**config.mk**
```make
export PLATFORM = sky130hd
export DESIGN_NAME = sfc_plane_table
export DESIGN_NICKNAME = d
export VERILOG_FILES = /design/src/sv/sphere_frustum_cull_top_defines.svh /design/src/sv/sfc_pkg.sv /design/src/sv/sfc_plane_table.sv
export SDC_FILE = /design/constraint.sdc
export NUM_CORES = 1
export LEC_CHECK = 0
export BUFFER_PORTS_ARGS = -buffer_cell sky130_fd_sc_hd__buf_2
export CAP_MARGIN = 20
export CORE_AREA = 2 2 310 312
export DETAILED_ROUTE_END_ITERATION = 8
export DIE_AREA = 0 0 312 314
export SLEW_MARGIN = 0
export SYNTH_ARGS = -nofsm -noshare
export SYNTH_HDL_FRONTEND = slang
export SYNTH_SLANG_ARGS = --single-unit
```
**constraint.sdc**
```tcl
create_clock -name clk_i -period 0.91 [get_ports clk_i]
set_input_delay 0.273 -clock clk_i [delete_from_list [all_inputs] [get_ports clk_i]]
set_output_delay 0.273 -clock clk_i [all_outputs]
set_load 0.005 [all_outputs]
```
**src/sv/sphere_frustum_cull_top_defines.svh**
```systemverilog
// Assertion macros used by the sphere culling top level.
`ifndef SPHERE_FRUSTUM_CULL_TOP_DEFINES_SVH
`define SPHERE_FRUSTUM_CULL_TOP_DEFINES_SVH

// Checked on every rising edge outside reset.
`define SFC_ASSERT(lbl, prop, msg) \
  lbl: assert property (@(posedge clk_i) disable iff (!rst_ni) (prop)) else $error(msg);

// Checked on every rising edge, reset included.
`define SFC_ASSERT_ALWAYS(lbl, prop, msg) \
  lbl: assert property (@(posedge clk_i) (prop)) else $error(msg);

`endif

```
**src/sv/sfc_pkg.sv**
```systemverilog
package sfc_pkg;

  // Default configuration.
  localparam int unsigned NumPlanesDef  = 6;
  localparam int unsigned CoordWidthDef = 32;

  // Fixed layout of the request and result words.
  localparam int unsigned WordsPerPlane = 4;
  localparam int unsigned FieldWidth    = 32;
  localparam int unsigned PlaneIdxWidth = 3;
  localparam int unsigned FracBits      = 16;

  typedef enum logic {
    FUNC_LOAD = 1'b0,
    FUNC_TEST = 1'b1
  } func_e;

  typedef enum logic [1:0] {
    COMP_NX = 2'd0,
    COMP_NY = 2'd1,
    COMP_NZ = 2'd2,
    COMP_D  = 2'd3
  } comp_e;

  typedef struct packed {
    func_e                            func;
    logic [PlaneIdxWidth-1:0]         plane_index;
    comp_e                            component;
    logic signed [FieldWidth-1:0]     coeff;
    logic signed [FieldWidth-1:0]     center_x;
    logic signed [FieldWidth-1:0]     center_y;
    logic signed [FieldWidth-1:0]     center_z;
    logic [FieldWidth-2:0]            sphere_radius;
    logic                             last_in;
  } req_t;

  typedef struct packed {
    logic visible;
    logic last_out;
  } res_t;

  // Plane table write port.
  typedef struct packed {
    logic                         en;
    logic [PlaneIdxWidth-1:0]     plane;
    comp_e                        comp;
    logic signed [FieldWidth-1:0] data;
  } wr_t;

endpackage

```
**src/sv/sfc_plane_table.sv**
```systemverilog
module sfc_plane_table #(
  parameter int unsigned NumPlanes  = sfc_pkg::NumPlanesDef,
  parameter int unsigned CoordWidth = sfc_pkg::CoordWidthDef
) (
  input  logic                         clk_i,
  input  logic                         rst_ni,
  input  sfc_pkg::wr_t                 wr_i,
  output logic signed [CoordWidth-1:0] words_o [NumPlanes][sfc_pkg::WordsPerPlane]
);

  logic signed [CoordWidth-1:0] words_q [NumPlanes][sfc_pkg::WordsPerPlane];

  // A write to a plane beyond the table matches no entry and is dropped.
  always_ff @(posedge clk_i or negedge rst_ni) begin
    if (!rst_ni) begin
      for (int p = 0; p < NumPlanes; p++) begin
        for (int c = 0; c < sfc_pkg::WordsPerPlane; c++) begin
          words_q[p][c] <= '0;
        end
      end
    end else begin
      for (int p = 0; p < NumPlanes; p++) begin
        for (int c = 0; c < sfc_pkg::WordsPerPlane; c++) begin
          if (wr_i.en && wr_i.plane == sfc_pkg::PlaneIdxWidth'(p) &&
              wr_i.comp == sfc_pkg::comp_e'(c)) begin
            words_q[p][c] <= wr_i.data[CoordWidth-1:0];
          end
        end
      end
    end
  end

  assign words_o = words_q;

endmodule

```
# Yosys cells after proc, flatten, opt, wreduce, memory -nomap -nowiden
# Cells that the tools add are included.
[totals] reg_bits=768 in_bits=40 wordCells=64
[classes] eq_ne=8 reduce_logical=32
[ops] operator="logical AND 1 bit" count=30
[ops] operator="equality test 3 x 2 -> 1 bit (second input constant)" count=2
[ops] operator="equality test 3 bit (second input constant)" count=2
[ops] operator="equality test 2 bit (second input constant)" count=2
[ops] operator="equality test 3 x 1 -> 1 bit (second input constant)" count=1
[ops] operator="logical NOT 3 bit" count=1
[ops] operator="equality test 2 x 1 -> 1 bit (second input constant)" count=1
[ops] operator="logical NOT 2 bit" count=1

# Logic depth before layout (Yosys ltp)
# Gate-level depths: netlist of run 1.
[depth] word_depth=3 ltp_mapped=6

# Worst setup path before layout of run 1
# OpenSTA, ideal clock, no wires.
[synth_timing] path_type="input -> register" from="input port wr_i[32] (netlist name)" to="register words_q (netlist bit words_o[353])" setup_time_ns=0.125 arrival_time_ns=1.523 required_time_ns=0.785 path_slack_ns=-0.738 stages=6 path_buffers=3 path_cell_list="buf_4 > nor4b_4 > and3_1 > clkbuf_2 > buf_4 > mux2_2"
[synth_between] elab_chain_len=2
[synth_lines] element="start, declared" line="sfc_plane_table.sv:7" source="input sfc_pkg::wr_t wr_i,"
[synth_lines] element="logical NOT 2 bit" line="sfc_plane_table.sv:25" source="wr_i.comp == sfc_pkg::comp_e'(c)) begin"
[synth_lines] element="logical AND 1 bit" line="sfc_plane_table.sv:24" source="if (wr_i.en && wr_i.plane == sfc_pkg::PlaneIdxWidth'(p) &&"
[synth_lines] element="end signal, assigned by index" line="sfc_plane_table.sv:26" source="words_q[p][c] <= wr_i.data[CoordWidth-1:0];"
[synth_lines] element="end, declared" line="sfc_plane_table.sv:11" source="logic signed [CoordWidth-1:0] words_q [NumPlanes][sfc_pkg::WordsPerPlane];"
# Every way passes these cells.
# A chain may end at the register's enable or synchronous reset.

# Final worst setup path of run 1
[layout_timing] from="register words_q (netlist bit words_o[269])" to="output port words_o[269] (netlist name)"
[layout_rtl] element="end, declared" line="sfc_plane_table.sv:8" source="output logic signed [CoordWidth-1:0] words_o [NumPlanes][sfc_pkg::WordsPerPlane]"
# No word-level cell between the ends.

==> impl_metrics.json, run 1 <==
{
  "status": "complete, but fails checks",
  "violations": "negative setup slack",
  "largest_reg_flops": 768,
  "clock_tree_from_tritoncts": "done",
  "synthesis.nets": 1758,
  "synth_seq_area_share": 0.6624,
  "fmax_mhz": 665.3,
  "finalWorstSetupSlack_ns": -0.5930,
  "cp.depth": 1,
  "max-slew-margin-rel": 0.5636,
  "leakage_nw": 25.04,
  "drive_above_1_share": 0.7544,
  "floorplan.core_area_um2": 94450,
  "layout.filler_cells": 7851,
  "worst-endpoint-arrival_ns": 1.23,
  "busiest_layer": "met2",
  "fp-row-count": 113,
  "min_period_ns": 1.503,
  "data_required_time_at_the_worst_endpoint_ns": 0.64,
  "cts_htree_levels": 3,
  "synth_area_leaders": "sky130_fd_sc_hd__dfrtp_1 (66%), sky130_fd_sc_hd__mux2_2 (28%), sky130_fd_sc_hd__mux2_4 (1.6%)",
  "clock_tree.root_cell": "sky130_fd_sc_hd__clkbuf_16",
  "pin_count": 808,
  "number_of_synthesized_register_bits": 768,
  "hold_worst_slack_ns": 0.06596,
  "maxSlewViolCount": 0,
  "grt_overflow_total": 0,
  "worst_clock_skew_ns": 0,
  "worstRegToRegCells": 3,
  "dieArea_um2": 97970,
  "via_count": 21540,
  "avgSynthCellArea_um2": 16.89,
  "die-width_um": 312,
  "instances_no_fill": 4483,
  "antenna_violating_nets_post_route": 0,
  "layout.cells.most_common": "sky130_fd_sc_hd__dfrtp_1",
  "worst-path-max-fanout": 2,
  "irDropWorstVdd_mv": 1.418,
  "tightest_slew_ns": 0.6546,
  "cts_buffers": 83,
  "global_route_wire_length_before_repair_um": 167000,
  "dp.cells": 3810,
  "synth_cell_types": 23,
  "grt_util_met2": 0.3841,
  "count_of_clock_tree_sinks": 768,
  "number_of_antenna_violations_at_the_first_check_in_global_routing": 1,
  "max-cap-violations": 0,
  "yosysTopAreaCellShare": 0.6624,
  "cells_along_the_critical_path": "buf_2",
  "vias_per_cell": 4.804,
  "min_path_type": "input pin to register",
  "regToRegStartpoint": "words_o[754]$_DFFE_PN0P_",
  "finalNetCount": 3192,
  "reg2reg_slack_ns": -0.14,
  "initial_core_util": 0.3072,
  "powerDensity_nw_per_um2": 2248,
  "sort_of_element_at_the_end_of_the_critical_path": "output port",
  "number_of_drc_markers_after_the_initial_detailed_route_iteration": 1367,
  "port-buffer-count": 807,
  "layout_common_cells": "sky130_fd_sc_hd__dfrtp_1 (768), sky130_fd_sc_hd__buf_2 (665), sky130_fd_sc_hd__mux2_4 (473)",
  "grt.met1_usage": 0.3019,
  "worst-path-buf-inv": 1,
  "finalSetupViolCount": 1508,
  "layout-area-overhead-vs-synth_pct": 65.02,
  "drc": 0,
  "critical_path.max_stage_delay_ns": 0.42,
  "insertion_delay_ns": 0.65,
  "wire_length_reported_by_the_detailed_router_um": 122900,
  "largest_net_degree_at_the_start_of_global_routing": 86,
  "crit_slowest_cell": "sky130_fd_sc_hd__dfrtp_1",
  "worst_setup_path_endpoint": "words_o[269]",
  "globalRouteTotalUtil": 0.2356,
  "die-height_um": 314,
  "setup_repair_after_global_routing_missed_its_margin": "true",
  "startpoint": "words_o[269]$_DFFE_PN0P_",
  "drt_pre_antenna_iters": 5,
  "synth_area_um2": 29010,
  "final.period_utilization": 1.652,
  "finalHoldViolCount": 0,
  "synth_area_leader_cell": "sky130_fd_sc_hd__dfrtp_1",
  "yosys_warnings": 0,
  "dp_hpwl_um": 72030,
  "cts_max_path_buffers": 3,
  "synth_cells": 1718,
  "critical-path-top-delay-family": "flip-flops",
  "grtUsageMet3": 0.05942,
  "cts.clk_slew.worst_paths_ns": 0.06,
  "detail_route.wl_per_cell_um": 27.42,
  "gpl.final_weighted_congestion": 0.8141,
  "grt_pass1_vias": 22310,
  "destination_of_the_worst_register_to_register_timing_path": "words_o[754]$_DFFE_PN0P_",
  "setup.worst_path.start_class": "register",
  "path_class": "register to output port"
}
-- Yosys cell counts --
master and count:
sky130_fd_sc_hd__and3_1 3, sky130_fd_sc_hd__nor4b_4 1, sky130_fd_sc_hd__and4bb_1 1, sky130_fd_sc_hd__nand4b_1 1, sky130_fd_sc_hd__nor3b_2 3, sky130_fd_sc_hd__nand2_1 12, sky130_fd_sc_hd__nand2b_1 1, sky130_fd_sc_hd__buf_6 7
sky130_fd_sc_hd__nor2_1 4, sky130_fd_sc_hd__nand3b_1 2, sky130_fd_sc_hd__mux2_1 20, sky130_fd_sc_hd__buf_12 3, sky130_fd_sc_hd__or3_1 1, sky130_fd_sc_hd__buf_4 17, sky130_fd_sc_hd__buf_2 52, sky130_fd_sc_hd__mux2_2 718
sky130_fd_sc_hd__clkbuf_1 66, sky130_fd_sc_hd__dfrtp_1 768, sky130_fd_sc_hd__nand4b_2 1, sky130_fd_sc_hd__and4bb_2 2, sky130_fd_sc_hd__clkbuf_2 1, sky130_fd_sc_hd__mux2_4 30, sky130_fd_sc_hd__nor2b_1 4
-- metal layers --
metal	up-vias	wire length, um
met5	-	0
met4	0	4704
met3	238	8205
met2	914	58350
met1	11480	51680
li1	8903	-
-- timing repair --
action	in CTS	in global routing
endpoints found under the setup margin	1493	1503
hold buffers	1	0
gates resized for setup	351	243
gates cloned	55	16
buffers inserted	294	203
pin swaps	15	15
hold endpoints to repair	768	0
-- final cells by class --
type	instances	area [um2]	share of cell area
Clock buffer	120	2471	0.05162
Tap cell	1265	1583	0.03306
Antenna cell	2	5.005	0.0001045
Multi-Input combinational cell	805	10970	0.2292
Clock inverter	29	294.0	0.006142
Timing Repair Buffer	1494	13330	0.2784
Sequential cell	768	19220	0.4014
-- kinds of logic (layout without fill, tap and decap cells) --
kind of cell           count (synthesis)  count (layout)  share of synthesized area
DFF                                  768             768                     0.6624
muxes                                768             768                     0.3020
buffers and inverters                146            1643                    0.02687
other                                  0               2                          0
and+or+nand+nor                       36              37                   0.008754
-- how the worst min path moves through the flow --
stage,from,cells after the start,slack (ns),endpoint
after floorplan,rst_ni,0,-0.02,words_o[0]$_DFFE_PN0P_
after global placement,rst_ni,2,0.32,words_o[272]$_DFFE_PN0P_
after detailed placement,rst_ni,2,0.32,words_o[272]$_DFFE_PN0P_
after CTS,wr_i[25],3,0.004,words_o[153]$_DFFE_PN0P_
after global routing,wr_i[25],3,0.04,words_o[153]$_DFFE_PN0P_
final,wr_i[25],3,0.07,words_o[153]$_DFFE_PN0P_
-- where the power goes --
part	switching, mW	internal, mW	total (mW)
clock	14.4	20.1	34.4
combinational	10.5	17.9	28.4
sequential	4.00	40.8	44.8
-- stage by stage --
step	worst slack (ns)	total power [mW]	utilization	TNS [ns]	cell area, um2
detailed placement	-1.084	65.14	0.3967	-669.65	37470
finish	-0.5930	107.6	0.5069	-532.37	47880
global placement	-1.107	64.45	0.3967	-661.34	37470
CTS	-0.6371	104.6	0.4833	-543.72	45650
floorplan	-0.6917	52.82	-	-420.83	30290
global route	-0.6262	111.7	0.5069	-571.45	47870
No activity file was read; power rests on OpenSTA's default activity.
==> run 2, diff against run 1 <==
--- a/config.mk
+++ b/config.mk
@@ -10,6 +10,7 @@
 export CORE_AREA = 2 2 310 312
 export DETAILED_ROUTE_END_ITERATION = 8
 export DIE_AREA = 0 0 312 314
+export HOLD_SLACK_MARGIN = 0.12
 export SLEW_MARGIN = 0
 export SYNTH_ARGS = -nofsm -noshare
 export SYNTH_HDL_FRONTEND = slang
==> impl_metrics.json, run 2 (same netlist as run 1, synthesis figures left out) <==
{
  "status": "complete, but fails checks",
  "violations": "negative setup slack",
  "path_class": "register to output port",
  "irDropWorstVdd_mv": 1.422,
  "layout_common_cells": "sky130_fd_sc_hd__dfrtp_1 (768), sky130_fd_sc_hd__buf_2 (667), sky130_fd_sc_hd__mux2_4 (473)",
  "data_required_time_at_the_worst_endpoint_ns": 0.64,
  "vias_per_cell": 4.793,
  "total_power_mw": 107.8,
  "die-width_um": 312,
  "maxSlewViolCount": 0,
  "detail_route.wl_per_cell_um": 27.34,
  "finalNetCount": 3222,
  "powerDensity_nw_per_um2": 2238,
  "min_period_ns": 1.492,
  "worst-endpoint-arrival_ns": 1.22,
  "worstRegToRegCells": 3,
  "worstHoldEndpoint": "words_o[144]$_DFFE_PN0P_",
  "cts.clk_slew.worst_paths_ns": 0.06,
  "instances_no_fill": 4513,
  "sort_of_element_at_the_end_of_the_critical_path": "output port",
  "global_route_wire_length_before_repair_um": 167600,
  "grt_overflow_total": 0,
  "leakage_nw": 25.16,
  "placed_area_um2": 37470,
  "drive_above_1_share": 0.7477,
  "final.period_utilization": 1.639,
  "hold_worst_slack_ns": 0.1970,
  "insertion_delay_ns": 0.65,
  "hold_start": "wr_i[16]",
  "globalRouteTotalUtil": 0.2362,
  "design_area_final_um2": 48150,
  "crit_slowest_cell": "sky130_fd_sc_hd__dfrtp_1",
  "count_of_clock_tree_sinks": 768,
  "number_of_drc_markers_after_the_initial_detailed_route_iteration": 1338,
  "clock_tree.root_cell": "sky130_fd_sc_hd__clkbuf_16",
  "via_count": 21630,
  "clock_tree_from_tritoncts": "done",
  "largest_net_degree_at_the_start_of_global_routing": 86,
  "worst-path-buf-inv": 1,
  "drt_pre_antenna_iters": 4,
  "fp-row-count": 113,
  "gpl.final_weighted_congestion": 0.8141,
  "destination_of_the_worst_register_to_register_timing_path": "words_o[312]$_DFFE_PN0P_",
  "port-buffer-count": 807,
  "cts_htree_levels": 3,
  "min_path_type": "input pin to register",
  "max-cap-violations": 0,
  "finalHoldViolCount": 0,
  "initial_core_util": 0.3072,
  "critical-path-top-delay-family": "flip-flops",
  "layout.filler_cells": 7799,
  "finalWorstSetupSlack_ns": -0.5818,
  "max-slew-margin-rel": 0.5705,
  "largest_reg_flops": 768,
  "wire_length_reported_by_the_detailed_router_um": 123400,
  "cells_along_the_critical_path": "buf_2",
  "dp.cells": 3810,
  "setup.worst_path.start_class": "register",
  "reg2reg_slack_ns": -0.13,
  "critical_path.max_stage_delay_ns": 0.41,
  "worst-path-max-fanout": 2,
  "pin_count": 808,
  "drc": 0,
  "regToRegStartpoint": "words_o[312]$_DFFE_PN0P_",
  "cts_max_path_buffers": 3,
  "dp_hpwl_um": 72030,
  "layout.cells.most_common": "sky130_fd_sc_hd__dfrtp_1",
  "die-height_um": 314,
  "worst_clock_skew_ns": 0,
  "finalSetupViolCount": 1511,
  "fmax_mhz": 670.3,
  "tightest_slew_ns": 0.6442,
  "cts_buffers": 83,
  "layout-area-overhead-vs-synth_pct": 65.97,
  "number_of_antenna_violations_at_the_first_check_in_global_routing": 1,
  "dieArea_um2": 97970,
  "antenna_violating_nets_post_route": 0,
  "setup_repair_after_global_routing_missed_its_margin": "true",
  "worst_hold_path.num_cells": 3,
  "grt_pass1_vias": 22470,
  "floorplan.core_area_um2": 94450
}
[run 2: area by class of cell]
cell class / instances / area, um2 / area share
clock inverter: 29 / 294.0 / 0.006106
clock buffer: 120 / 2471 / 0.05132
sequential: 768 / 19220 / 0.3991
antenna: 2 / 5.005 / 0.0001039
multi-input combinational: 805 / 10970 / 0.2279
tap: 1265 / 1583 / 0.03287
timing repair buffer: 1524 / 13610 / 0.2826
[run 2: worst max path at each step]
stage | from | endpoint | slack, ns | cells after the start
floorplan | wr_i[32] | words_o[353]$_DFFE_PN0P_ | -0.69 | 6
global placement | wr_i[36] | words_o[512]$_DFFE_PN0P_ | -1.11 | 6
detailed placement | wr_i[36] | words_o[512]$_DFFE_PN0P_ | -1.08 | 6
CTS | words_o[405]$_DFFE_PN0P_ | words_o[405] | -0.64 | 1
global route | words_o[33]$_DFFE_PN0P_ | words_o[33] | -0.63 | 1
finish | words_o[269]$_DFFE_PN0P_ | words_o[269] | -0.58 | 1
[run 2: per-layer routing]
layer  part of all wire  global-route usage  vias to the layer above
met5                  0                   0                        -
met2               0.47              0.3849                      933
met1               0.42              0.3020                    11480
met4              0.040             0.09277                        0
met3              0.065             0.05975                      256
li1                   -                   -                     8960
[run 2: worst register-to-register path, stage by stage, from the launching register on]
cell and delay [ns]:
sky130_fd_sc_hd__dfrtp_1 0.40, sky130_fd_sc_hd__buf_4 0.15, sky130_fd_sc_hd__buf_4 0.12, sky130_fd_sc_hd__mux2_4 0.26
[run 2: power breakdown]
part / internal [mW] / total, mW / leakage (nW) / switching (mW)
Combinational: 18.0 / 28.5 / 14.0 / 10.5
Clock: 20.1 / 34.4 / 1.38 / 14.4
Sequential: 40.8 / 44.8 / 9.82 / 3.99
[run 2: through the flow]
stage	worst slack [ns]	TNS (ns)	util
after floorplan	-0.6917	-420.83	-
after global placement	-1.107	-661.34	0.3967
after detailed placement	-1.084	-669.65	0.3967
after CTS	-0.6371	-543.72	0.4864
after global routing	-0.6263	-571.61	0.5098
final	-0.5818	-530.39	0.5099
[run 2: repair_timing]
action	in CTS	in global routing
hold endpoints to repair	1429	0
buffers inserted	294	207
endpoints found under the setup margin	1493	1503
pin swaps	15	15
cloned	55	16
gates resized for setup	351	239
hold buffers	30	0
==> run 3, diff against run 2 <==
--- a/config.mk
+++ b/config.mk
@@ -8,9 +8,11 @@
 export BUFFER_PORTS_ARGS = -buffer_cell sky130_fd_sc_hd__buf_2
 export CAP_MARGIN = 20
 export CORE_AREA = 2 2 310 312
+export CTS_CLUSTER_SIZE = 24
 export DETAILED_ROUTE_END_ITERATION = 8
 export DIE_AREA = 0 0 312 314
 export HOLD_SLACK_MARGIN = 0.12
+export RECOVER_POWER = 50
 export SLEW_MARGIN = 0
 export SYNTH_ARGS = -nofsm -noshare
 export SYNTH_HDL_FRONTEND = slang
==> impl_metrics.json, run 3 (same netlist as run 1, synthesis figures left out) <==
{
  "layout-area-overhead-vs-synth_pct": 65.81,
  "wire_length_reported_by_the_detailed_router_um": 123400,
  "clock_tree_from_tritoncts": "done",
  "fp-row-count": 113,
  "regToRegStartpoint": "words_o[312]$_DFFE_PN0P_",
  "powerDensity_nw_per_um2": 2240,
  "grt.met1_usage": 0.3020,
  "post-route-util": 0.5094,
  "dieArea_um2": 97970,
  "status": "complete, but fails checks",
  "cells_along_the_critical_path": "buf_2",
  "die-width_um": 312,
  "tightest_slew_ns": 0.6444,
  "sort_of_element_at_the_end_of_the_critical_path": "output port",
  "critical-path-top-delay-family": "flip-flops",
  "drc": 0,
  "data_required_time_at_the_worst_endpoint_ns": 0.64,
  "max-slew-margin-rel": 0.5704,
  "drive_above_1_share": 0.7477,
  "grtUsageMet3": 0.05975,
  "busiest_layer": "met2",
  "hold_start": "wr_i[16]",
  "worst-path-buf-inv": 1,
  "min_path_type": "input pin to register",
  "layout.cells.most_common": "sky130_fd_sc_hd__dfrtp_1",
  "number_of_antenna_violations_at_the_first_check_in_global_routing": 1,
  "path_class": "register to output port",
  "min_period_ns": 1.492,
  "cts_max_path_buffers": 3,
  "clock_tree.root_cell": "sky130_fd_sc_hd__clkbuf_16",
  "globalRouteTotalUtil": 0.2362,
  "floorplan.core_area_um2": 94450,
  "gpl.final_weighted_congestion": 0.8141,
  "dp_hpwl_um": 72030,
  "largest_net_degree_at_the_start_of_global_routing": 86,
  "via_count": 21700,
  "layout_common_cells": "sky130_fd_sc_hd__dfrtp_1 (768), sky130_fd_sc_hd__buf_2 (667), sky130_fd_sc_hd__mux2_4 (473)",
  "maxSlewViolCount": 0,
  "port-buffer-count": 807,
  "finalSetupViolCount": 2073,
  "setup.worst_path.start_class": "register",
  "number_of_drc_markers_after_the_initial_detailed_route_iteration": 1292,
  "pin_count": 808,
  "post-place-ws_ns": -1.084,
  "final.period_utilization": 1.640,
  "initial_core_util": 0.3072,
  "cts_buffers": 83,
  "fmax_mhz": 670.1,
  "grt_overflow_total": 0,
  "antenna_violating_nets_post_route": 0,
  "finalWorstSetupSlack_ns": -0.5822,
  "finalHoldViolCount": 0,
  "reg2reg_slack_ns": -0.14,
  "worst-endpoint-arrival_ns": 1.22,
  "count_of_clock_tree_sinks": 768,
  "destination_of_the_worst_register_to_register_timing_path": "words_o[312]$_DFFE_PN0P_",
  "critical_path.max_stage_delay_ns": 0.42,
  "leakage_nw": 25.14,
  "violations": "negative setup slack",
  "worst_clock_skew_ns": 0,
  "cts_htree_levels": 3,
  "vias_per_cell": 4.808,
  "max-cap-violations": 0,
  "worstHoldEndpoint": "words_o[144]$_DFFE_PN0P_",
  "cts.clk_slew.worst_paths_ns": 0.06,
  "grt_pass1_vias": 22470,
  "worst_hold_path.num_cells": 3,
  "grt_util_met2": 0.3849,
  "detail_route.wl_per_cell_um": 27.35,
  "crit_slowest_cell": "sky130_fd_sc_hd__dfrtp_1",
  "drt_pre_antenna_iters": 5,
  "setup_repair_after_global_routing_missed_its_margin": "true",
  "global_route_wire_length_before_repair_um": 167600,
  "finalNetCount": 3222,
  "largest_reg_flops": 768,
  "worst-path-max-fanout": 2,
  "irDropWorstVdd_mv": 1.421,
  "insertion_delay_ns": 0.65,
  "worstRegToRegCells": 3,
  "die-height_um": 314
}
==> run 3: layer usage <==
metal	vias to the layer above	share of wire	routed length, um
li1	8970	-	-
met1	11500	0.42	51890
met2	965	0.47	58440
met3	263	0.066	8103
met4	0	0.040	4994
met5	-	0	0
==> run 3: layout make-up <==
type	instances	area (um2)
Timing Repair Buffer	1524	13560
Fill cell	7806	46340
Multi-Input combinational cell	805	10970
Tap cell	1265	1583
Antenna cell	2	5.005
Clock inverter	29	294.0
Clock buffer	120	2471
Sequential cell	768	19220
==> run 3: timing repair <==
item | 4_1_cts | 5_1_grt
pin swaps | 15 | 15
setup endpoints to repair | 1493 | 1503
hold buffers | 30 | 0
setup buffers | 294 | 207
gates resized for setup | 351 | 239
endpoints found under the hold margin | 1429 | 0
cloned | 55 | 16
==> run 3: how the worst max path moves through the flow <==
stage / end / start / depth (start not counted) / slack, ns
detailed placement: words_o[512]$_DFFE_PN0P_ / wr_i[36] / 6 / -1.08
global placement: words_o[512]$_DFFE_PN0P_ / wr_i[36] / 6 / -1.11
global route: words_o[33] / words_o[33]$_DFFE_PN0P_ / 1 / -0.63
floorplan: words_o[353]$_DFFE_PN0P_ / wr_i[32] / 6 / -0.69
finish: words_o[269] / words_o[269]$_DFFE_PN0P_ / 1 / -0.58
CTS: words_o[405] / words_o[405]$_DFFE_PN0P_ / 1 / -0.64
==> run 3: report_power, final <==
part	internal [mW]	switching, mW
registers	40.8	4.00
clock network	20.1	14.4
logic	17.9	10.5
==> run 3: per-stage QoR <==
step | power [mW] | setup TNS (ns) | instances | cell area (um2) | hold WS (ns)
6_report | 107.8 | -663.79 | 4513 | 48110 | 0.2122
5_1_grt | 111.8 | -720.45 | 4511 | 48100 | 0.1672
4_1_cts | 104.7 | -543.72 | 4336 | 45940 | 0.1458
3_5_place_dp | 65.14 | -669.65 | 3810 | 37470 | 0.3241
3_3_place_gp | 64.45 | -661.34 | 3810 | 37470 | 0.3248
2_1_floorplan | 52.82 | -420.83 | 1718 | 30290 | -0.02259
